<file path="config.mk">
export PLATFORM = sky130hd
export DESIGN_NAME = sntp_reply_to_calendar
export DESIGN_NICKNAME = d
export VERILOG_FILES = /design/src/srtc_pkg.sv /design/src/srtc_front.sv /design/src/srtc_queue.sv /design/src/srtc_back.sv /design/src/sntp_reply_to_calendar.sv
export SDC_FILE = /design/constraint.sdc
export NUM_CORES = 2
export LEC_CHECK = 0
export BUFFER_PORTS_ARGS = -buffer_cell sky130_fd_sc_hd__buf_2
export CAP_MARGIN = 20
export CORE_UTILIZATION = 45
export DETAILED_ROUTE_END_ITERATION = 12
export GPL_TIMING_DRIVEN = 0
export PLACE_DENSITY = 0.58
export SYNTH_ARGS = -nofsm -noshare
export SYNTH_HDL_FRONTEND = slang
export SYNTH_SLANG_ARGS = --single-unit
</file>
<file path="constraint.sdc">
create_clock -name clk -period 14.5 [get_ports clk]
set_input_delay 2.9 -clock clk [delete_from_list [all_inputs] [get_ports clk]]
set_output_delay 2.9 -clock clk [all_outputs]
set_load 0.02 [all_outputs]
</file>
<file path="src/srtc_pkg.sv">
// ============================================================================
// srtc_pkg
// Shared types and constants for the SNTP reply check and calendar block.
// ============================================================================
package srtc_pkg;

    typedef enum logic [1:0] {
        STATUS_OK       = 2'd0,
        STATUS_RESP_ERR = 2'd1,
        STATUS_RANGE    = 2'd2
    } status_t;

    // Seconds since 2000-01-01 fit 31 bits over the full timestamp range
    localparam int SECS_W = 31;

    typedef struct packed {
        status_t             status;
        logic [SECS_W-1:0]   secs2000;
    } item_t;

    typedef struct packed {
        logic full;
        logic empty;
    } q_stat_t;

    localparam int QUEUE_DEPTH = 2;
    localparam int QPTR_W      = $clog2(QUEUE_DEPTH);
    localparam int QCNT_W      = $clog2(QUEUE_DEPTH + 1);

    localparam logic [7:0]  STRATUM_LIMIT = 8'd15;
    localparam logic [2:0]  PROTO_VERSION = 3'd4;
    localparam logic [1:0]  LEAP_ALARM    = 2'd3;
    localparam logic [2:0]  MODE_SRV      = 3'd4;

    localparam logic [16:0] ZONE_RESET = 17'd7200;

    // NTP seconds at 2000-01-01 00:00:00
    localparam logic [34:0] NTP_SECS_2000 = 35'd3155673600;

    // Exact reciprocals: floor(x*M >> K) == floor(x/D) over the used range
    localparam logic [24:0] RECIP_675  = 25'd25451659;   // K = 34
    localparam logic [17:0] RECIP_3600 = 18'd149131;     // K = 29
    localparam logic [17:0] RECIP_60   = 18'd139811;     // K = 23
    localparam logic [13:0] RECIP_1461 = 14'd11484;      // K = 24
    localparam logic [14:0] RECIP_7    = 15'd18725;      // K = 17

    localparam logic [16:0] SECS_PER_DAY  = 17'd86400;
    localparam logic [10:0] DAYS_PER_QUAD = 11'd1461;
    localparam logic [14:0] WEEKDAY_BIAS  = 15'd6;       // 2000-01-01 was Saturday

    function automatic logic [8:0] month_start(input logic [3:0] idx, input logic leap);
        logic [8:0] base;
        case (idx)
            4'd0:    base = 9'd0;
            4'd1:    base = 9'd31;
            4'd2:    base = 9'd59;
            4'd3:    base = 9'd90;
            4'd4:    base = 9'd120;
            4'd5:    base = 9'd151;
            4'd6:    base = 9'd181;
            4'd7:    base = 9'd212;
            4'd8:    base = 9'd243;
            4'd9:    base = 9'd273;
            4'd10:   base = 9'd304;
            4'd11:   base = 9'd334;
            default: base = 9'd0;
        endcase
        if (leap && (idx >= 4'd2))
        begin
            base = base + 9'd1;
        end
        return base;
    endfunction

endpackage

</file>
<file path="src/srtc_front.sv">
// ============================================================================
// srtc_front
// Validate one reply header word, apply zone offset and rebase to 2000.
// ============================================================================
module srtc_front #(
    parameter int MIN_MESSAGE_BYTES = 48
) (
    input  logic                clk,
    input  logic                rst_n,
    input  logic                load,
    input  logic                push,
    input  logic [10:0]         payload_length,
    input  logic [7:0]          hdr_flags,
    input  logic [7:0]          stratum,
    input  logic [31:0]         tx_seconds,
    input  logic [31:0]         tx_fraction,
    input  logic signed [16:0]  zone_offset,
    output logic                valid,
    output srtc_pkg::item_t     item
);

    logic             valid_reg;
    logic             valid_next;
    srtc_pkg::item_t  item_reg;
    srtc_pkg::item_t  item_next;
    logic             reply_ok;
    logic [34:0]      sum;

    always_comb
    begin
        reply_ok = (payload_length >= 11'(MIN_MESSAGE_BYTES))
                && (hdr_flags[7:6] != srtc_pkg::LEAP_ALARM)
                && (hdr_flags[5:3] == srtc_pkg::PROTO_VERSION)
                && (hdr_flags[2:0] == srtc_pkg::MODE_SRV)
                && (stratum != 8'd0)
                && (stratum <= srtc_pkg::STRATUM_LIMIT)
                && ((tx_seconds != 32'd0) || (tx_fraction != 32'd0));

        sum = {3'b000, tx_seconds} + {{18{zone_offset[16]}}, zone_offset}
            - srtc_pkg::NTP_SECS_2000;

        item_next.secs2000 = sum[srtc_pkg::SECS_W-1:0];
        if (!reply_ok)
        begin
            item_next.status = srtc_pkg::STATUS_RESP_ERR;
        end
        else if (sum[34])
        begin
            item_next.status = srtc_pkg::STATUS_RANGE;
        end
        else
        begin
            item_next.status = srtc_pkg::STATUS_OK;
        end

        if (load)
        begin
            valid_next = 1'b1;
        end
        else if (push)
        begin
            valid_next = 1'b0;
        end
        else
        begin
            valid_next = valid_reg;
        end
    end

    always_ff @(posedge clk or negedge rst_n)
    begin
        if (!rst_n)
        begin
            valid_reg <= 1'b0;
        end
        else
        begin
            valid_reg <= valid_next;
        end
    end

    always_ff @(posedge clk)
    begin
        if (load)
        begin
            item_reg <= item_next;
        end
    end

    assign valid = valid_reg;
    assign item  = item_reg;

endmodule

</file>
<file path="src/srtc_queue.sv">
// ============================================================================
// srtc_queue
// Short FIFO between the classify front and the conversion pipeline.
// ============================================================================
module srtc_queue (
    input  logic               clk,
    input  logic               rst_n,
    input  logic               push,
    input  srtc_pkg::item_t    push_item,
    input  logic               pop,
    output srtc_pkg::item_t    pop_item,
    output srtc_pkg::q_stat_t  stat
);

    localparam logic [srtc_pkg::QPTR_W-1:0] LAST_PTR =
        srtc_pkg::QPTR_W'(srtc_pkg::QUEUE_DEPTH - 1);
    localparam logic [srtc_pkg::QCNT_W-1:0] FULL_CNT =
        srtc_pkg::QCNT_W'(srtc_pkg::QUEUE_DEPTH);

    srtc_pkg::item_t                mem_reg [srtc_pkg::QUEUE_DEPTH];
    logic [srtc_pkg::QPTR_W-1:0]    wr_ptr_reg;
    logic [srtc_pkg::QPTR_W-1:0]    wr_ptr_next;
    logic [srtc_pkg::QPTR_W-1:0]    rd_ptr_reg;
    logic [srtc_pkg::QPTR_W-1:0]    rd_ptr_next;
    logic [srtc_pkg::QCNT_W-1:0]    count_reg;
    logic [srtc_pkg::QCNT_W-1:0]    count_next;

    always_comb
    begin
        wr_ptr_next = wr_ptr_reg;
        rd_ptr_next = rd_ptr_reg;
        count_next  = count_reg;
        if (push)
        begin
            wr_ptr_next = (wr_ptr_reg == LAST_PTR) ? '0 : wr_ptr_reg + 1'b1;
        end
        if (pop)
        begin
            rd_ptr_next = (rd_ptr_reg == LAST_PTR) ? '0 : rd_ptr_reg + 1'b1;
        end
        if (push && !pop)
        begin
            count_next = count_reg + 1'b1;
        end
        else if (pop && !push)
        begin
            count_next = count_reg - 1'b1;
        end
    end

    always_ff @(posedge clk or negedge rst_n)
    begin
        if (!rst_n)
        begin
            wr_ptr_reg <= '0;
            rd_ptr_reg <= '0;
            count_reg  <= '0;
        end
        else
        begin
            wr_ptr_reg <= wr_ptr_next;
            rd_ptr_reg <= rd_ptr_next;
            count_reg  <= count_next;
        end
    end

    always_ff @(posedge clk)
    begin
        if (push)
        begin
            mem_reg[wr_ptr_reg] <= push_item;
        end
    end

    assign pop_item   = mem_reg[rd_ptr_reg];
    assign stat.full  = (count_reg == FULL_CNT);
    assign stat.empty = (count_reg == '0);

    no_overflow: assert property (@(posedge clk) disable iff (!rst_n)
        (count_reg == FULL_CNT) && push |-> pop)
        else $error("push into full queue");

    no_underflow: assert property (@(posedge clk) disable iff (!rst_n)
        pop |-> (count_reg != '0))
        else $error("pop from empty queue");

    count_tracks: assert property (@(posedge clk) disable iff (!rst_n)
        push && !pop |=> count_reg == $past(count_reg) + 1'b1)
        else $error("queue count lost a push");

endmodule

</file>
<file path="src/srtc_back.sv">
// ============================================================================
// srtc_back
// Six-stage pipeline: split seconds into days and time, days into date.
// ============================================================================
module srtc_back (
    input  logic             clk,
    input  logic             rst_n,
    input  logic             in_valid,
    input  srtc_pkg::item_t  in_item,
    output logic             done,
    output logic [1:0]       status,
    output logic [7:0]       year_since_2000,
    output logic [3:0]       month,
    output logic [4:0]       day_of_month,
    output logic [2:0]       weekday,
    output logic [4:0]       hours,
    output logic [5:0]       minutes,
    output logic [5:0]       seconds_out
);

    logic [5:0] vld_reg;
    logic [5:0] vld_next;

    // stage 1
    srtc_pkg::status_t   st1_reg;
    logic [30:0]         u1_reg;
    logic [48:0]         pday_reg;
    logic [48:0]         pday_next;
    // stage 2
    srtc_pkg::status_t   st2_reg;
    logic [13:0]         d2_reg;
    logic [13:0]         d2_next;
    logic [16:0]         rem2_reg;
    logic [16:0]         rem2_next;
    logic [30:0]         dsec;
    logic [30:0]         rdiff;
    // stage 3
    srtc_pkg::status_t   st3_reg;
    logic [13:0]         d3_reg;
    logic [16:0]         rem3_reg;
    logic [14:0]         w3_reg;
    logic [14:0]         w3_next;
    logic [34:0]         ph_reg;
    logic [34:0]         ph_next;
    logic [34:0]         pm_reg;
    logic [34:0]         pm_next;
    logic [27:0]         pc_reg;
    logic [27:0]         pc_next;
    logic [29:0]         pw_reg;
    logic [29:0]         pw_next;
    // stage 4
    srtc_pkg::status_t   st4_reg;
    logic [4:0]          hr4_reg;
    logic [5:0]          mn4_reg;
    logic [5:0]          mn4_next;
    logic [5:0]          sc4_reg;
    logic [5:0]          sc4_next;
    logic [2:0]          wd4_reg;
    logic [2:0]          wd4_next;
    logic [3:0]          quad4_reg;
    logic [10:0]         r4_reg;
    logic [10:0]         r4_next;
    logic [10:0]         mtot;
    logic [10:0]         mdiff;
    logic [16:0]         sdiff;
    logic [13:0]         qdiff;
    logic [14:0]         wdiff;
    logic [12:0]         wq;
    // stage 5
    srtc_pkg::status_t   st5_reg;
    logic [4:0]          hr5_reg;
    logic [5:0]          mn5_reg;
    logic [5:0]          sc5_reg;
    logic [2:0]          wd5_reg;
    logic [7:0]          yr5_reg;
    logic [7:0]          yr5_next;
    logic [8:0]          doy5_reg;
    logic [8:0]          doy5_next;
    logic [10:0]         doy_wide;
    logic                leap5_reg;
    logic                leap5_next;
    logic [1:0]          yy;
    // stage 6 (output)
    srtc_pkg::status_t   st6_reg;
    logic [7:0]          yr6_reg;
    logic [7:0]          yr6_next;
    logic [3:0]          mo6_reg;
    logic [3:0]          mo6_next;
    logic [4:0]          dm6_reg;
    logic [4:0]          dm6_next;
    logic [2:0]          wd6_reg;
    logic [2:0]          wd6_next;
    logic [4:0]          hr6_reg;
    logic [4:0]          hr6_next;
    logic [5:0]          mn6_reg;
    logic [5:0]          mn6_next;
    logic [5:0]          sc6_reg;
    logic [5:0]          sc6_next;
    logic [3:0]          mo_idx;
    logic [8:0]          mo_base;
    logic [8:0]          dm_wide;

    assign vld_next = {vld_reg[4:0], in_valid};

    always_comb
    begin
        pday_next = 49'(in_item.secs2000[30:7]) * 49'(srtc_pkg::RECIP_675);

        d2_next   = pday_reg[47:34];
        dsec      = 31'(d2_next) * 31'(srtc_pkg::SECS_PER_DAY);
        rdiff     = u1_reg - dsec;
        rem2_next = rdiff[16:0];

        w3_next = 15'(d2_reg) + srtc_pkg::WEEKDAY_BIAS;
        ph_next = 35'(rem2_reg) * 35'(srtc_pkg::RECIP_3600);
        pm_next = 35'(rem2_reg) * 35'(srtc_pkg::RECIP_60);
        pc_next = 28'(d2_reg) * 28'(srtc_pkg::RECIP_1461);
        pw_next = 30'(w3_next) * 30'(srtc_pkg::RECIP_7);
    end

    always_comb
    begin
        mtot     = pm_reg[33:23];
        wq       = pw_reg[29:17];
        mdiff    = mtot - 11'(ph_reg[33:29]) * 11'd60;
        mn4_next = mdiff[5:0];
        sdiff    = rem3_reg - 17'(mtot) * 17'd60;
        sc4_next = sdiff[5:0];
        qdiff    = d3_reg - 14'(pc_reg[27:24]) * 14'(srtc_pkg::DAYS_PER_QUAD);
        r4_next  = qdiff[10:0];
        wdiff    = w3_reg - 15'(wq) * 15'd7;
        wd4_next = wdiff[2:0];
    end

    always_comb
    begin
        if (r4_reg < 11'd366)
        begin
            yy       = 2'd0;
            doy_wide = r4_reg;
        end
        else if (r4_reg < 11'd731)
        begin
            yy       = 2'd1;
            doy_wide = r4_reg - 11'd366;
        end
        else if (r4_reg < 11'd1096)
        begin
            yy       = 2'd2;
            doy_wide = r4_reg - 11'd731;
        end
        else
        begin
            yy       = 2'd3;
            doy_wide = r4_reg - 11'd1096;
        end
        leap5_next = (yy == 2'd0);
        doy5_next  = doy_wide[8:0];
        yr5_next   = {2'b00, quad4_reg, yy};
    end

    always_comb
    begin
        mo_idx  = 4'd0;
        mo_base = 9'd0;
        for (int i = 1; i < 12; i++)
        begin
            if (doy5_reg >= srtc_pkg::month_start(4'(i), leap5_reg))
            begin
                mo_idx  = 4'(i);
                mo_base = srtc_pkg::month_start(4'(i), leap5_reg);
            end
        end
        dm_wide = doy5_reg - mo_base + 9'd1;

        if (st5_reg == srtc_pkg::STATUS_OK)
        begin
            yr6_next = yr5_reg;
            mo6_next = mo_idx + 4'd1;
            dm6_next = dm_wide[4:0];
            wd6_next = wd5_reg;
            hr6_next = hr5_reg;
            mn6_next = mn5_reg;
            sc6_next = sc5_reg;
        end
        else
        begin
            yr6_next = '0;
            mo6_next = '0;
            dm6_next = '0;
            wd6_next = '0;
            hr6_next = '0;
            mn6_next = '0;
            sc6_next = '0;
        end
    end

    always_ff @(posedge clk or negedge rst_n)
    begin
        if (!rst_n)
        begin
            vld_reg <= '0;
        end
        else
        begin
            vld_reg <= vld_next;
        end
    end

    always_ff @(posedge clk)
    begin
        st1_reg   <= in_item.status;
        u1_reg    <= in_item.secs2000;
        pday_reg  <= pday_next;

        st2_reg   <= st1_reg;
        d2_reg    <= d2_next;
        rem2_reg  <= rem2_next;

        st3_reg   <= st2_reg;
        d3_reg    <= d2_reg;
        rem3_reg  <= rem2_reg;
        w3_reg    <= w3_next;
        ph_reg    <= ph_next;
        pm_reg    <= pm_next;
        pc_reg    <= pc_next;
        pw_reg    <= pw_next;

        st4_reg   <= st3_reg;
        hr4_reg   <= ph_reg[33:29];
        mn4_reg   <= mn4_next;
        sc4_reg   <= sc4_next;
        wd4_reg   <= wd4_next;
        quad4_reg <= pc_reg[27:24];
        r4_reg    <= r4_next;

        st5_reg   <= st4_reg;
        hr5_reg   <= hr4_reg;
        mn5_reg   <= mn4_reg;
        sc5_reg   <= sc4_reg;
        wd5_reg   <= wd4_reg;
        yr5_reg   <= yr5_next;
        doy5_reg  <= doy5_next;
        leap5_reg <= leap5_next;

        st6_reg   <= st5_reg;
        yr6_reg   <= yr6_next;
        mo6_reg   <= mo6_next;
        dm6_reg   <= dm6_next;
        wd6_reg   <= wd6_next;
        hr6_reg   <= hr6_next;
        mn6_reg   <= mn6_next;
        sc6_reg   <= sc6_next;
    end

    assign done            = vld_reg[5];
    assign status          = st6_reg;
    assign year_since_2000 = yr6_reg;
    assign month           = mo6_reg;
    assign day_of_month    = dm6_reg;
    assign weekday         = wd6_reg;
    assign hours           = hr6_reg;
    assign minutes         = mn6_reg;
    assign seconds_out     = sc6_reg;

    latency_fixed: assert property (@(posedge clk) disable iff (!rst_n)
        in_valid |-> ##6 done)
        else $error("word lost in conversion pipeline");

    date_legal: assert property (@(posedge clk) disable iff (!rst_n)
        done && (status == srtc_pkg::STATUS_OK) |->
            (month >= 4'd1) && (month <= 4'd12) && (day_of_month >= 5'd1)
            && (weekday <= 3'd6))
        else $error("illegal calendar fields");

    time_legal: assert property (@(posedge clk) disable iff (!rst_n)
        done && (status == srtc_pkg::STATUS_OK) |->
            (hours <= 5'd23) && (minutes <= 6'd59) && (seconds_out <= 6'd59))
        else $error("illegal time of day");

    reject_zero: assert property (@(posedge clk) disable iff (!rst_n)
        done && (status != srtc_pkg::STATUS_OK) |->
            (month == 4'd0) && (day_of_month == 5'd0) && (year_since_2000 == 8'd0))
        else $error("rejected word carries date");

endmodule

</file>
<file path="src/sntp_reply_to_calendar.sv">
// ============================================================================
// sntp_reply_to_calendar
// Check an SNTP reply header and convert its transmit time to a civil date.
//
//   channel   signals                                     handshake
//   -------   -----------------------------------------   ----------------
//   input     payload_length hdr_flags stratum             start && !busy
//             tx_seconds tx_fraction
//   result    status year_since_2000 month day_of_month    done, one cycle
//             weekday hours minutes seconds_out
//   config    cfg_wdata (zone offset, signed 17 bit)       cfg_we
//
// One word per cycle sustained while busy is low. Each result passes
// through the front register, the queue slot and the six-stage
// conversion pipeline (constant multiplies for the divisions by day,
// hour, minute, four-year cycle and week).
// Reset clears control state and loads the zone offset with 7200 s.
// The receiver cannot stall; busy rises only when the queue is full.
// ============================================================================
module sntp_reply_to_calendar #(
    parameter int MIN_MESSAGE_BYTES = 48
) (
    input  logic                clk,
    input  logic                rst_n,
    input  logic                start,
    output logic                busy,
    input  logic [10:0]         payload_length,
    input  logic [7:0]          hdr_flags,
    input  logic [7:0]          stratum,
    input  logic [31:0]         tx_seconds,
    input  logic [31:0]         tx_fraction,
    input  logic                cfg_we,
    input  logic signed [16:0]  cfg_wdata,
    output logic                done,
    output logic [1:0]          status,
    output logic [7:0]          year_since_2000,
    output logic [3:0]          month,
    output logic [4:0]          day_of_month,
    output logic [2:0]          weekday,
    output logic [4:0]          hours,
    output logic [5:0]          minutes,
    output logic [5:0]          seconds_out
);

    logic signed [16:0]  zone_reg;
    logic                front_valid;
    srtc_pkg::item_t     front_item;
    logic                load;
    logic                push;
    logic                pop;
    srtc_pkg::item_t     q_item;
    srtc_pkg::q_stat_t   q_stat;

    always_ff @(posedge clk or negedge rst_n)
    begin
        if (!rst_n)
        begin
            zone_reg <= srtc_pkg::ZONE_RESET;
        end
        else if (cfg_we)
        begin
            zone_reg <= cfg_wdata;
        end
    end

    assign busy = front_valid && q_stat.full;
    assign load = start && !busy;
    assign push = front_valid && !q_stat.full;
    assign pop  = !q_stat.empty;

    srtc_front #(
        .MIN_MESSAGE_BYTES (MIN_MESSAGE_BYTES)
    ) u_front (
        .clk            (clk),
        .rst_n          (rst_n),
        .load           (load),
        .push           (push),
        .payload_length (payload_length),
        .hdr_flags      (hdr_flags),
        .stratum        (stratum),
        .tx_seconds     (tx_seconds),
        .tx_fraction    (tx_fraction),
        .zone_offset    (zone_reg),
        .valid          (front_valid),
        .item           (front_item)
    );

    srtc_queue u_queue (
        .clk       (clk),
        .rst_n     (rst_n),
        .push      (push),
        .push_item (front_item),
        .pop       (pop),
        .pop_item  (q_item),
        .stat      (q_stat)
    );

    srtc_back u_back (
        .clk             (clk),
        .rst_n           (rst_n),
        .in_valid        (pop),
        .in_item         (q_item),
        .done            (done),
        .status          (status),
        .year_since_2000 (year_since_2000),
        .month           (month),
        .day_of_month    (day_of_month),
        .weekday         (weekday),
        .hours           (hours),
        .minutes         (minutes),
        .seconds_out     (seconds_out)
    );

endmodule

</file>
# == After elaboration in Yosys (flattened, before gate mapping) ==
# Memory sizes are Yosys's and may differ from the RTL's.
# Index checks and enable logic that the tools add are counted.
# Widths: inputs -> output; s select.
# totals
latchBits,0
output_inout_bits,41
mem_count,1
romBits,0
register_bits,419
inputBits,112
ram_bits,66
# memory_table
name,words,width,rd,rd_clocked_by_memory_dff,write_ports,line_no,source
u_queue.mem_reg,2,33,1,0,1,srtc_queue.sv:20,srtc_pkg::item_t mem_reg [srtc_pkg::QUEUE_DEPTH];
# op_classes
n_mul,10
order_cmp,16
eq_ne,4
n_reduce_logical,24
shifts,0
bitwise_logic,0
muxes,67
n_addsub,28
div_mod_pow,0
# ops
cell,count
$mux 5,31
$mul 17x18->34 const B,2
$reduce_bool 32->1,2
$add 5x1->5 const B,11
$mul 24x25->48 const B,1
$mux 4,11
$ge 9x8->1,4
$sub 35x32->35 const B,1
$add 33x17->34,1
$mul 15x15->30 const B,1
$ge 9x9->1,3
$mux 9,3
$mul 14x12->26 const B,1
$ge 9x7->1,2
$sub 17x17->17,1
$add 14x3->15 const B,1
$mul 14x10->10 const B,1
$mux 2,7
$mul 13x3->3 const B,1
$mux 1,13
$sub 6x6->6,2
$ge 11x6->1 const B,1
$logic_and 1x1->1,11
$lt 11x10->1 const B,1
27 further kinds,36

# == Longest topological paths before layout ==
# depth
ltp_word,17
depth_mapped,29
mapped_depth_nobuf,27

# == Cells and area by module ==
# Synthesis repeated with hierarchy kept, for this count alone.
# hier_totals
cells_unflattened,3315
hier_area_um2,35556.6
# modules_own_cells
module,seq_area_each_um2,n_inst,cells_each,area_per_inst_um2
srtc_back,4494.3,1,2790,28738.8
srtc_front,1016.0,1,366,3383.2
srtc_queue,2082.0,1,119,2720.1
sntp_reply_to_calendar,430.4,1,40,714.4

# == Least setup slack after synthesis ==
# No wires, ideal clock.
# synth_timing
kind,reg2reg
start,register u_queue.rd_ptr_reg
end,register u_back.pday_reg[47]
synth_period_minus_slack_ps,7430
path_slack_ps,7070
stages_incl_launch_ff,28
setup_time_ps,121
arrival_ps,7309
path_cell_list,dfrtp_1 clkbuf_1 clkbuf_1 mux2i_1 inv_1 ha_1 fa_1 inv_1 fa_1 fa_1 inv_1 fa_1 inv_1 fa_1 inv_1 fa_1 ha_1 a21o_1 a31oi_1 o21ai_0 a21oi_1 a21boi_0 a21oi_1 nor3_1 o41a_1 a21oi_1 o21bai_1 xnor2_1
# synth_via
elab_chain_cells,2
# synth_lines
element,line_no,source
"start, declared",srtc_queue.sv:23,logic [srtc_pkg::QPTR_W-1:0] rd_ptr_reg;
"start signal, assigned",srtc_queue.sv:62,rd_ptr_reg <= rd_ptr_next;
$mem_v2 2x33,--,
$mul 24x25->48,srtc_back.sv:107,pday_next = 49'(in_item.secs2000[30:7]) * 49'(srtc_pkg::RECIP_675);
via u_back.pday_next[47],srtc_back.sv:28,logic [48:0] pday_next;
"end signal, assigned",srtc_back.sv:214,pday_reg <= pday_next;
"end, declared",srtc_back.sv:27,logic [48:0] pday_reg;
# The timed path passes the listed nets, and every way through them passes these cells.
# A chain may end at the register's enable or synchronous reset.

# == Final worst setup path ==
# Same ends and word-level chain as after synthesis.

==> metrics.csv <==
stage,metric,value,unit
sta,final worst setup slack,5330,ps
routing,Detailed Route WL,69380,um
worst_setup_path,crit path DAT,9620,ps
grt,Global Route Usage Sum,18.49,%
place,dpl hpwl,59070,um
synthesis,most frequent cell after synthesis,ha_1,
synthesis,largest family of logic cells by synthesized area,adder cells,
synthesis,ys flop type,dfxtp_1,
clocking,worst skew pair latency,570,ps
synthesis,post-synthesis compound-gate area fraction,7.200,%
place,RePlAce Congestion,0.8499,
floorplan,Die Wd,281.0,um
clocking,CTS resizes,0,
synthesis,post-synthesis adder-cell area fraction,49.65,%
sta,Final Max Tran Viols,0,
status,status,"complete, no violations",
grt,first-pass GRT wire length,116100,um
sta,Final period util,63.24,%
sta,Achievable Freq,109.1,MHz
worst_setup_path,kind of start point of the critical path,flip-flop,
clocking,setup bufs post-CTS,0,
sta,Final setup viols,0,
sta,setup tns final,0,ps
worst_setup_path,worst-path fanout max,10,
worst_setup_path,nature of the critical path endpoint,flip-flop,
floorplan,Vert. Die Dim,281.0,um
clocking,Clock transition at path regs,60,ps
sta,RSZ-0062 raised after global routing,false,
cells_and_area,n_diodes,0,
synthesis,Netlist cell types,84,
grt,initial antenna violation count,1,
synthesis,YS warnings,0,
routing,vias per std cell,4.874,
routing,WL per Instance,15.34,um
synthesis,Synth Area in XOR/XNOR,4.378,%
grt,GR Overflow Total,0,
worst_hold_path,Tightest Hold Check Type,flip-flop to flip-flop,
floorplan,Initial Util,45.82,%
synthesis,Synth area leaders,"ha_1 (28%), fa_1 (22%), dfxtp_1 (12%)",
worst_setup_path,Required @ worst endpoint,14950,ps
grt,largest net degree at the start of global routing,34,
sta,Tmin final,9170,ps
routing,post-route antenna net violation count,0,
floorplan,die area,78980,um^2
worst_setup_path,kind of critical path,flip-flop to flip-flop,
clocking,CTS hold repair buffers,0,
synthesis,post-synthesis mux area share,1.671,%
synthesis,commonest cells in the netlist,"ha_1 (779), inv_1 (755), fa_1 (382)",
sta,Slew @ Worst Pin,949.7,ps
synthesis,syn_area_per_cell,10.70,um^2
routing,DRT iter0 DRCs,769,
clocking,Max Root-Sink Buffers,3,
place,Post-Place Cells,4451,
routing,total number of vias,22051,
cells_and_area,fin cells,4524,
synthesis,cells after synthesis,3274,
synthesis,async set-reset flop share out of synthesis,8.140,%
clocking,CTS tree,yes,
grt,vias in the first global route,22664,
synthesis,post-synth top area share,27.82,%
routing,drt drc,0,
sta,final hold vios,0,
cells_and_area,synthesis-to-finish area growth,9.853,%
synthesis,sequential fraction of the synthesis area,22.90,%
run,Max-Cap Viols,0,
cells_and_area,Final Net Count,4737,
place,post-place setup slack,5165,ps
synthesis,Post-Synth Simple-Gate Area,5.696,%
floorplan,row count,101,
clocking,CTS buffer count,41,
sta,skew final,29.33,ps
synthesis,Seq cells post-synth,344,
synthesis,cell area after synthesis,35030,um^2
sta,Hold Slack,324.0,ps
floorplan,Core Box Area,76450,um^2
place,Port-buffer cells,145,
cells_and_area,Largest register FFs,66,
clocking,Root Buffer,clkbuf_16,
sta,Slew HR,34.88,%
clocking,CTS H-tree depth,2,
cells_and_area,ratio of cells with drive above 1 in the final layout,7.985,%
synthesis,Post-synth EDFFs,99,
floorplan,Top Ports,153,
routing,Initial DRT Pass Iterations,5,
clocking,# clock sinks,344,
synthesis,largest area contributor in the netlist,ha_1,
-- placed cells by master, fill, tap and decap left out, types with 18 or more instances in the layout --
cell and instances:
nand2b_1 25, inv_1 755, a21o_1 64, clkbuf_1 33
fa_1 382, nand2_1 77, mux2i_1 18, nor3_1 21
o21ai_0 63, dfxtp_1 217, a21oi_1 107, buf_2 148
xnor2_1 111, ha_1 779, and2_1 40, dfrtp_1 24
xor2_1 61, mux2_2 36, nor2_1 69, nor4_1 22
nand3_1 19, nand4_1 27, edfxtp_1 99, clkbuf_16 43
o21bai_1 18
-- logic make-up (layout without fill, tap and decap cells) --
| kind of cell | count (synthesis) | after routing |
|---|---|---|
| other | 1 | 2 |
| adder cells (fa/ha/maj) | 1161 | 1161 |
| multiplexers | 54 | 54 |
| buffers and inverters | 788 | 1007 |
| AO/OA/AOI/OAI | 380 | 380 |
| XOR/XNOR | 173 | 173 |
| AND/OR/NAND/NOR | 373 | 373 |
| flip-flops | 344 | 344 |
-- worst paths after layout --
path | from | slack (ps) | depth (start not counted) | endpoint
worst max-delay path | u_queue.rd_ptr_reg$_DFFE_PN0N_ | 5330 | 26 | u_back.pday_reg[47]$_DFF_P_
worst min-delay path | u_back.mn4_reg[2]$_DFF_P_ | 320 | 0 | u_back.mn5_reg[2]$_DFF_P_
worst max register to register | u_queue.rd_ptr_reg$_DFFE_PN0N_ | 5330 | 26 | u_back.pday_reg[47]$_DFF_P_
worst min register to register | u_back.mn4_reg[2]$_DFF_P_ | 320 | 0 | u_back.mn5_reg[2]$_DFF_P_
max in group asynchronous | rst_n | 11750 | 1 | u_queue.wr_ptr_reg$_DFFE_PN0P_
min in group asynchronous | rst_n | 2350 | 1 | zone_reg[13]$_DFFE_PN0P_
-- layout make-up --
cell class / count / area, um^2
fill: 7125 / 37970
multi-input combinational: 2143 / 24050
sequential: 344 / 8023
inverter: 755 / 2834
tap: 1030 / 1289
clock buffer: 57 / 1176
timing repair buffer: 146 / 745.7
clock inverter: 16 / 227.7
buffer: 33 / 142.6
-- per-stage QoR --
step,util (%),instance area [um^2]
2_1_floorplan,-,35040
3_3_place_gp,48.46,37050
3_5_place_dp,48.50,37080
4_1_cts,50.34,38490
5_1_grt,50.34,38490
6_report,50.34,38490
-- critical path: stages (launching register included) --
cell,delay [ps]
dfrtp_1,330
clkbuf_1,320
buf_1,670
mux2i_1,870
inv_1,440
fa_1,570
ha_1,280
inv_1,50
fa_1,500
inv_1,50
fa_1,480
inv_1,60
fa_1,510
fa_1,520
fa_1,540
inv_1,40
ha_1,300
a211oi_1,240
o21ai_0,240
a211oi_1,530
o211ai_1,220
a21oi_1,230
nor3_1,130
o41a_1,420
a21oi_1,240
o21bai_1,100
xnor2_1,130
-- metal layers --
layer	vias to the layer above	part of all wire, %	global-route usage, %
met3	83	2.6	2.003
met5	-	0	0
li1	11154	-	-
met2	283	48	31.33
met4	0	2.3	4.792
met1	10531	47	25.04
Power is left out: the tool's default activity adds up to more than one toggle a clock period on the data nets, which glitch-free logic cannot reach.
